<file path="src/design/i2cw_pkg.sv">
// i2cw_pkg: shared types and constants for the I2C master write sequencer.
// No dependencies; used by every module of the block.
`timescale 1ns / 1ps

package i2cw_pkg;

  localparam int ActW           = 2;
  localparam int DataW          = 8;
  localparam int BitsPerByteDef = 8;
  localparam int QueueDepthDef  = 2;

  // Bus operation codes; the fourth code carries no operation.
  typedef enum logic [ActW-1:0] {
    ACT_START = 2'd0,
    ACT_STOP  = 2'd1,
    ACT_WRITE = 2'd2
  } act_e;

  typedef enum logic [2:0] {
    ENG_IDLE,
    ENG_START,
    ENG_STOP,
    ENG_DATA,
    ENG_ACK
  } eng_state_e;

  // One queued bus operation.
  typedef struct packed {
    act_e             act;
    logic [DataW-1:0] data;
  } cmd_t;

endpackage

</file>
<file path="src/design/i2c_master_write_sequencer.sv">
// i2c_master_write_sequencer: top level of the write-only I2C line sequencer.
// Depends on i2cw_pkg, i2cw_front, i2cw_queue and i2cw_engine.
//
//   channel | signals                                   | direction
//   --------+-------------------------------------------+----------
//   in      | in_valid_i, in_ready_o, action_i,          | to block
//           | data_byte_i                               |
//   out     | out_valid_o, out_ready_i, scl_released_o,  | from block
//           | sda_released_o, hold_after_o, last_o      |
//
// The line engine emits one line state per cycle unless out_ready_i stalls
// it; a byte write steps through its data bits, then the acknowledge.
// The next queued operation loads on the cycle its predecessor emits its last
// state, so operations run back to back; the engine sets the rate.
// Unused action codes are accepted and dropped with no output.
// Reset releases both lines (levels remembered as 1) and empties the queue.
// A stall on out_ready_i freezes the engine; the QueueDepth-entry queue keeps
// accepting operations until it fills.
`timescale 1ns / 1ps

module i2c_master_write_sequencer #(
  parameter int BitsPerByte = i2cw_pkg::BitsPerByteDef,
  parameter int QueueDepth  = i2cw_pkg::QueueDepthDef
) (
  input  logic                       clk_i,
  input  logic                       rst_ni,
  input  logic                       in_valid_i,
  output logic                       in_ready_o,
  input  logic [i2cw_pkg::ActW-1:0]  action_i,
  input  logic [i2cw_pkg::DataW-1:0] data_byte_i,
  output logic                       out_valid_o,
  input  logic                       out_ready_i,
  output logic                       scl_released_o,
  output logic                       sda_released_o,
  output logic                       hold_after_o,
  output logic                       last_o
);
  import i2cw_pkg::*;

  // Front to queue: filtered operations.
  cmd_t push_cmd;
  logic push, q_full;
  // Queue to engine.
  cmd_t head_cmd;
  logic head_valid, pop;

  i2cw_front u_front (
    .in_valid_i  (in_valid_i),
    .in_ready_o  (in_ready_o),
    .action_i    (action_i),
    .data_byte_i (data_byte_i),
    .q_full_i    (q_full),
    .q_push_o    (push),
    .q_cmd_o     (push_cmd)
  );

  i2cw_queue #(
    .Depth (QueueDepth)
  ) u_queue (
    .clk_i   (clk_i),
    .rst_ni  (rst_ni),
    .push_i  (push),
    .cmd_i   (push_cmd),
    .full_o  (q_full),
    .pop_i   (pop),
    .valid_o (head_valid),
    .cmd_o   (head_cmd)
  );

  // Line engine: owns the SCL/SDA level memory and the output register.
  i2cw_engine #(
    .BitsPerByte (BitsPerByte)
  ) u_engine (
    .clk_i          (clk_i),
    .rst_ni         (rst_ni),
    .q_valid_i      (head_valid),
    .q_cmd_i        (head_cmd),
    .q_pop_o        (pop),
    .out_valid_o    (out_valid_o),
    .out_ready_i    (out_ready_i),
    .scl_released_o (scl_released_o),
    .sda_released_o (sda_released_o),
    .hold_after_o   (hold_after_o),
    .last_o         (last_o)
  );

endmodule

</file>
<file path="src/design/i2cw_front.sv">
// i2cw_front: accepts input transactions, drops unused operation codes and
// packs the rest into queue entries. Depends on i2cw_pkg.
`timescale 1ns / 1ps

module i2cw_front (
  input  logic                      in_valid_i,
  output logic                      in_ready_o,
  input  logic [i2cw_pkg::ActW-1:0] action_i,
  input  logic [i2cw_pkg::DataW-1:0] data_byte_i,
  input  logic                      q_full_i,
  output logic                      q_push_o,
  output i2cw_pkg::cmd_t            q_cmd_o
);
  import i2cw_pkg::*;

  logic act_known;

  always_comb begin
    unique case (action_i)
      ACT_START, ACT_STOP, ACT_WRITE: act_known = 1'b1;
      default:                        act_known = 1'b0;
    endcase
  end

  // Unknown codes are taken and discarded, so they never wait on the queue.
  assign in_ready_o   = ~q_full_i | ~act_known;
  assign q_push_o     = in_valid_i & ~q_full_i & act_known;
  assign q_cmd_o.act  = act_e'(action_i);
  assign q_cmd_o.data = data_byte_i;

endmodule

</file>
<file path="src/design/i2cw_queue.sv">
// i2cw_queue: small register FIFO of bus operations between the front and
// the line engine. Depends on i2cw_pkg.
`timescale 1ns / 1ps

module i2cw_queue #(
  parameter int Depth = i2cw_pkg::QueueDepthDef
) (
  input  logic           clk_i,
  input  logic           rst_ni,
  input  logic           push_i,
  input  i2cw_pkg::cmd_t cmd_i,
  output logic           full_o,
  input  logic           pop_i,
  output logic           valid_o,
  output i2cw_pkg::cmd_t cmd_o
);
  import i2cw_pkg::*;

  localparam int PtrW = (Depth > 1) ? $clog2(Depth) : 1;
  localparam int CntW = $clog2(Depth + 1);
  localparam logic [PtrW-1:0] PtrLast = PtrW'(Depth - 1);
  localparam logic [CntW-1:0] CntFull = CntW'(Depth);

  cmd_t            mem_q [Depth];
  logic [PtrW-1:0] wr_ptr_q, wr_ptr_d, rd_ptr_q, rd_ptr_d;
  logic [CntW-1:0] cnt_q, cnt_d;
  logic            do_push, do_pop;

  assign full_o  = (cnt_q == CntFull);
  assign valid_o = (cnt_q != '0);
  assign cmd_o   = mem_q[rd_ptr_q];
  assign do_push = push_i & ~full_o;
  assign do_pop  = pop_i & valid_o;

  always_comb begin
    wr_ptr_d = wr_ptr_q;
    rd_ptr_d = rd_ptr_q;
    cnt_d    = cnt_q;
    if (do_push) begin
      wr_ptr_d = (wr_ptr_q == PtrLast) ? '0 : wr_ptr_q + 1'b1;
    end
    if (do_pop) begin
      rd_ptr_d = (rd_ptr_q == PtrLast) ? '0 : rd_ptr_q + 1'b1;
    end
    if (do_push && !do_pop) begin
      cnt_d = cnt_q + 1'b1;
    end else if (do_pop && !do_push) begin
      cnt_d = cnt_q - 1'b1;
    end
  end

  always_ff @(posedge clk_i or negedge rst_ni) begin
    if (!rst_ni) begin
      wr_ptr_q <= '0;
      rd_ptr_q <= '0;
      cnt_q    <= '0;
    end else begin
      wr_ptr_q <= wr_ptr_d;
      rd_ptr_q <= rd_ptr_d;
      cnt_q    <= cnt_d;
    end
  end

  always_ff @(posedge clk_i) begin
    if (do_push) begin
      mem_q[wr_ptr_q] <= cmd_i;
    end
  end

endmodule

</file>
<file path="src/design/i2cw_engine.sv">
// i2cw_engine: steps SCL/SDA line states of a bus operation into an output
// register, one per cycle unless the output stalls. Depends on i2cw_pkg.
`timescale 1ns / 1ps

module i2cw_engine #(
  parameter int BitsPerByte = i2cw_pkg::BitsPerByteDef
) (
  input  logic           clk_i,
  input  logic           rst_ni,
  input  logic           q_valid_i,
  input  i2cw_pkg::cmd_t q_cmd_i,
  output logic           q_pop_o,
  output logic           out_valid_o,
  input  logic           out_ready_i,
  output logic           scl_released_o,
  output logic           sda_released_o,
  output logic           hold_after_o,
  output logic           last_o
);
  import i2cw_pkg::*;

  localparam int Bits = (BitsPerByte > 8) ? 8 : ((BitsPerByte < 1) ? 1 : BitsPerByte);
  localparam int CntW = $clog2(Bits + 1);
  localparam logic [CntW-1:0] BitLast = CntW'(Bits - 1);

  eng_state_e       state_q, state_d;
  logic [1:0]       phase_q, phase_d;
  logic [CntW-1:0]  bitcnt_q, bitcnt_d;
  logic [DataW-1:0] shreg_q, shreg_d;
  logic             scl_q, sda_q;
  logic             out_valid_q, scl_out_q, sda_out_q, hold_out_q, last_out_q;
  logic             emit, load;
  logic             res_scl, res_sda, res_hold, res_last;
  logic             bit_val;

  assign emit    = (state_q != ENG_IDLE) & (~out_valid_q | out_ready_i);
  assign load    = q_valid_i & ((state_q == ENG_IDLE) | (emit & res_last));
  assign q_pop_o = load;
  assign bit_val = shreg_q[DataW-1];

  // Line state for the current step.
  always_comb begin
    res_scl  = 1'b1;
    res_sda  = 1'b1;
    res_hold = 1'b0;
    res_last = 1'b0;
    unique case (state_q)
      ENG_IDLE: begin
      end
      ENG_START: begin
        unique case (phase_q)
          2'd0:    begin res_scl = 1'b1; res_sda = sda_q; end
          2'd1:    begin res_scl = 1'b1; res_sda = 1'b1; end
          2'd2:    begin res_scl = 1'b1; res_sda = 1'b0; res_hold = 1'b1; end
          default: begin
            res_scl = 1'b0; res_sda = 1'b0; res_hold = 1'b1; res_last = 1'b1;
          end
        endcase
      end
      ENG_STOP: begin
        res_hold = 1'b1;
        unique case (phase_q)
          2'd0:    begin res_scl = scl_q; res_sda = 1'b0; end
          2'd1:    begin res_scl = 1'b1; res_sda = 1'b0; end
          default: begin res_scl = 1'b1; res_sda = 1'b1; res_last = 1'b1; end
        endcase
      end
      ENG_DATA: begin
        res_sda = bit_val;
        unique case (phase_q)
          2'd0:    begin res_scl = scl_q; res_hold = 1'b1; end
          2'd1:    begin res_scl = 1'b1; res_hold = 1'b1; end
          default: begin res_scl = 1'b0; res_hold = 1'b0; end
        endcase
      end
      ENG_ACK: begin
        res_sda  = 1'b1;
        res_hold = 1'b1;
        unique case (phase_q)
          2'd0:    res_scl = scl_q;
          2'd1:    res_scl = 1'b1;
          default: begin res_scl = 1'b0; res_last = 1'b1; end
        endcase
      end
      default: begin
      end
    endcase
  end

  // Sequencing and command load.
  always_comb begin
    state_d  = state_q;
    phase_d  = phase_q;
    bitcnt_d = bitcnt_q;
    shreg_d  = shreg_q;
    if (emit) begin
      if (res_last) begin
        state_d = ENG_IDLE;
        phase_d = '0;
      end else if (state_q == ENG_DATA && phase_q == 2'd2) begin
        phase_d = '0;
        shreg_d = {shreg_q[DataW-2:0], 1'b0};
        if (bitcnt_q == BitLast) begin
          state_d = ENG_ACK;
        end else begin
          bitcnt_d = bitcnt_q + 1'b1;
        end
      end else begin
        phase_d = phase_q + 1'b1;
      end
    end
    if (load) begin
      phase_d  = '0;
      bitcnt_d = '0;
      shreg_d  = q_cmd_i.data;
      unique case (q_cmd_i.act)
        ACT_START: state_d = ENG_START;
        ACT_STOP:  state_d = ENG_STOP;
        ACT_WRITE: state_d = ENG_DATA;
        default:   state_d = ENG_IDLE;
      endcase
    end
  end

  always_ff @(posedge clk_i or negedge rst_ni) begin
    if (!rst_ni) begin
      state_q     <= ENG_IDLE;
      phase_q     <= '0;
      bitcnt_q    <= '0;
      scl_q       <= 1'b1;
      sda_q       <= 1'b1;
      out_valid_q <= 1'b0;
    end else begin
      state_q  <= state_d;
      phase_q  <= phase_d;
      bitcnt_q <= bitcnt_d;
      if (emit) begin
        scl_q       <= res_scl;
        sda_q       <= res_sda;
        out_valid_q <= 1'b1;
      end else if (out_ready_i) begin
        out_valid_q <= 1'b0;
      end
    end
  end

  always_ff @(posedge clk_i) begin
    shreg_q <= shreg_d;
    if (emit) begin
      scl_out_q  <= res_scl;
      sda_out_q  <= res_sda;
      hold_out_q <= res_hold;
      last_out_q <= res_last;
    end
  end

  assign out_valid_o    = out_valid_q;
  assign scl_released_o = scl_out_q;
  assign sda_released_o = sda_out_q;
  assign hold_after_o   = hold_out_q;
  assign last_o         = last_out_q;

`ifndef ASSERT_OFF
  a_last_holds: assert property (@(posedge clk_i) disable iff (!rst_ni)
    emit && res_last |-> res_hold)
    else $error("final line state without hold");

  a_idle_phase: assert property (@(posedge clk_i) disable iff (!rst_ni)
    state_q == ENG_IDLE |-> phase_q == 2'd0)
    else $error("phase counter running while idle");

  a_bitcnt_range: assert property (@(posedge clk_i) disable iff (!rst_ni)
    state_q == ENG_DATA |-> bitcnt_q <= BitLast)
    else $error("bit counter past byte length");

  a_line_track: assert property (@(posedge clk_i) disable iff (!rst_ni)
    emit |=> scl_q == scl_released_o && sda_q == sda_released_o)
    else $error("tracked line levels differ from emitted state");

  a_no_hold_scl_low: assert property (@(posedge clk_i) disable iff (!rst_ni)
    emit && !res_hold && !res_scl |-> state_q == ENG_DATA)
    else $error("unheld SCL low outside a data bit");
`endif

endmodule
</file>
<file path="config.mk">
export PLATFORM = sky130hd
export DESIGN_NAME = i2c_master_write_sequencer
export DESIGN_NICKNAME = d
export VERILOG_FILES = /design/src/design/i2cw_pkg.sv /design/src/design/i2c_master_write_sequencer.sv /design/src/design/i2cw_front.sv /design/src/design/i2cw_queue.sv /design/src/design/i2cw_engine.sv
export SDC_FILE = /design/constraint.sdc
export NUM_CORES = 1
export LEC_CHECK = 0
export ABC_AREA = 1
export BUFFER_PORTS_ARGS = -buffer_cell sky130_fd_sc_hd__buf_2
export CELL_PAD_IN_SITES_DETAIL_PLACEMENT = 1
export CELL_PAD_IN_SITES_GLOBAL_PLACEMENT = 2
export CORE_AREA = 2 2 84 86
export CTS_CLUSTER_DIAMETER = 80
export DETAILED_ROUTE_END_ITERATION = 16
export DIE_AREA = 0 0 86 88
export GPL_TIMING_DRIVEN = 0
export PLACE_DENSITY_LB_ADDON = 0.1
export SYNTH_ARGS = -nofsm -noshare
export SYNTH_HDL_FRONTEND = slang
export SYNTH_SLANG_ARGS = --single-unit
</file>
<file path="constraint.sdc">
create_clock -name clk_i -period 3.36 [get_ports clk_i]
set_clock_uncertainty 0.05 [all_clocks]
set_input_delay 0.672 -clock clk_i [delete_from_list [all_inputs] [get_ports clk_i]]
set_output_delay 0.672 -clock clk_i [all_outputs]
set_load 0.05 [all_outputs]
</file>
==> results.yml <==
status:
  status: "finished, final reports clean"
layout:
  nNetsFinal: 249
  fill_cells: 765
  antenna_cells: 0
  final_area_um2: 2484
  drive_above_1_share: 0.2393
  area_growth_syn_to_layout_pct: 14.08
  final_util: 0.3738
sta:
  tightest_slew_ns: 0.9506
  final.setup.tns_ns: 0
  maxSlewViolCount: 0
  rsz0062_at_grt: "false"
  fmax_mhz: 408.7
  setup_viol: 0
  hold_viol: 0
  finalCritPeriodShare: 0.7282
  fin_crit_ns: 2.447
  timing.slew.headroom: 0.3639
critical_path:
  r2r-start: "u_engine.state_q[1]$_DFFE_PN0P_"
  rr_worst_depth: 14
  critPathCaptureType: "flip-flop"
  crit_arrival_ns: 2.58
  worstSetupPathType: "flip-flop to flip-flop"
  required_ns: 3.49
  timing.rr.end: "u_queue.cnt_q[1]$_DFFE_PN0P_"
  crit_path_max_fanout: 10
  reg2reg_slack_ns: 0.91
  critPathLaunchType: "flip-flop"
synth:
  synth_common_cells: "51 x nand2_1, 32 x edfxtp_1, 27 x nor2_1"
  syn_area_per_cell_um2: 10.52
  yosysUniqueCellTypes: 28
  synth_top_area_frac: 0.4414
  synth_seq_area_share: 0.6264
  synth_cells: 207
  syn-num-nets: 223
  yosysMostFrequentCell: "nand2_1"
  syn_area_um2: 2177
  synth_top_area_cell: "edfxtp_1"
  ys_seq_elements: 48
  synthArstFlopShare: 0.3333
  yosysWarningCount: 0
  synthTopCellsByArea: "edfxtp_1 44%, dfrtp_1 16%, nand2_1 8.8%, nor2_1 4.7%, o31ai_2 4.0%"
  synth-edff-count: 32
  synth_ff_type: "edfxtp_1"
clocking:
  cts_root_buf: "clkbuf_8"
  clk_pin_slew_worst_paths_ns: 0.09
  clk_latency_ns: 0.30
  cts_made_buffers: 5
  post_cts_buffers: 0
  cts_buffer_depth: 2
  cts_max_level: 2
  cts-resized-gates: 0
  hold_buffers: 0
  cts_num_sinks: 48
  cts_tree: "done"
die:
  die_x_um: 86
  initial_utilization: 0.3277
  die_h_um: 88
  coreArea_um2: 6644
  dieArea_um2: 7568
  io_pins: 20
  fp-row-count: 30
place:
  dpl_cell_area_um2: 2372
  io_buffers: 19
  dp_hpwl_um: 3500
  gp_congestion: 0.8706
drt:
  via_per_inst: 4.857
  wl_per_cell_um: 14.93
  drc: 0
  via_count: 1525
  drtIter0Drc: 79
  antenna_left: 0
  wirelength_um: 4687
  drtPass1Iterations: 4
power_and_ir_drop:
  p_per_area_nw_per_um2: 986.6
  vdd_drop_max_mv: 0.2947
  finalPower_mw: 2.450
  p_leak_nw: 1.073
global_route:
  grt_pass1_vias: 1615
  grt_first_pass_wirelength_um: 7783
  grt_util_all_layers: 0.1352
  antenna_found_initial: 0
  grt_start_max_net_pins: 17
  grt_overflow: 0
worst_hold_path:
  hold_class: "input port to asynchronous set/reset pin"
flow_run:
  maxCapViolCount: 0
-- through the flow --
step                      setup WS (ns)  hold slack (ns)  cells
final                            0.9133           0.2389    314
after global routing             0.7108           0.2485    314
after CTS                        0.8914           0.2362    314
after detailed placement         0.7228           0.4268    306
after global placement           0.8132           0.4105    306
after floorplan                   1.153           0.3264    207
-- worst max-delay path, stage by stage (launching register included) --
cell and delay, ns:
dfrtp_1 0.44, inv_2 0.09, nand2_2 0.06, inv_2 0.06, nand2_2 0.07, nand2_2 0.17, inv_2 0.13, nand2_2 0.09
nand2_2 0.06, nand2_4 0.10, buf_2 0.25, ha_1 0.29, a21oi_1 0.16, o21ai_0 0.13, xor2_1 0.16
-- per-layer routing --
metal / share of wire / vias up / track usage
li1: - / 738 / -
met1: 0.45 / 757 / 0.1601
met2: 0.51 / 22 / 0.2424
met3: 0.027 / 8 / 0.03110
met4: 0.017 / 0 / 0.04473
met5: 0 / - / 0
-- layout make-up --
type	instances	area (um2)	share of cell area
multi-input cells	132	700.7	0.2821
clock buffers	5	68.82	0.02771
clock inverters	3	42.54	0.01713
flip-flops and latches	48	1364	0.5491
well taps	80	100.1	0.04030
inverters	23	86.33	0.03476
repair buffers	19	95.09	0.03829
plain buffers	4	26.28	0.01058
-- flip-flops by register name, indices dropped and copies added (netlist names), 2 cells and up --
name               count
u_queue.mem_q         20
u_engine.shreg_q       8
u_engine.bitcnt_q      4
u_engine.state_q       3
u_engine.phase_q       2
u_queue.cnt_q          2
-- logic make-up after synthesis --
logic type | Yosys count | share of synthesized area
adder cells (fa/ha/maj) | 2 | 0.01149
multiplexers | 2 | 0.009196
buffers and inverters | 27 | 0.05172
flip-flops | 48 | 0.6264
AND/OR/NAND/NOR | 101 | 0.2012
XOR/XNOR | 5 | 0.02011
AO/OA/AOI/OAI | 22 | 0.07988
-- where the power goes --
part	switching (mW)	leakage [nW]	total [mW]	internal, mW
Combinational	0.735	0.524	1.04	0.305
Clock	0.197	0.0558	0.418	0.221
Sequential	0.0882	0.493	0.993	0.904
-- worst max-delay path by stage --
stage | from | endpoint | slack [ns] | cells after the start
6_report | u_engine.state_q[1]$_DFFE_PN0P_ | u_queue.cnt_q[1]$_DFFE_PN0P_ | 0.91 | 14
5_1_grt | u_engine.state_q[1]$_DFFE_PN0P_ | u_queue.cnt_q[1]$_DFFE_PN0P_ | 0.71 | 14
4_1_cts | u_engine.state_q[1]$_DFFE_PN0P_ | u_queue.cnt_q[1]$_DFFE_PN0P_ | 0.89 | 14
3_5_place_dp | out_ready_i | u_queue.cnt_q[1]$_DFFE_PN0P_ | 0.72 | 13
3_3_place_gp | out_ready_i | u_queue.cnt_q[1]$_DFFE_PN0P_ | 0.81 | 13
2_1_floorplan | out_ready_i | u_queue.cnt_q[1]$_DFFE_PN0P_ | 1.15 | 12
-- cell usage in the layout, fill, tap and decap left out --
cell type / netlist / routed
nand2_2: 8 / 8
o211ai_1: 4 / 4
inv_2: 5 / 5
clkinv_1: 1 / 2
dfstp_2: 2 / 2
dfrtp_1: 14 / 14
bufinv_16: 0 / 1
clkbuf_8: 0 / 5
nor3_1: 2 / 2
inv_1: 17 / 17
o21ai_0: 7 / 7
xnor2_1: 1 / 1
a31oi_1: 1 / 1
o21ai_1: 1 / 1
or2_2: 1 / 1
a21oi_1: 2 / 2
edfxtp_1: 32 / 32
nand2_1: 51 / 51
nor2_2: 1 / 1
clkinv_4: 0 / 1
nand2_4: 1 / 1
nand4_1: 3 / 3
mux2i_1: 2 / 2
nor2_1: 27 / 27
buf_6: 1 / 1
o31ai_2: 7 / 7
xor2_1: 4 / 4
nor3b_2: 1 / 1
ha_1: 2 / 2
nand3_1: 6 / 6
buf_2: 3 / 22
Power figures use the tool's default switching activity.
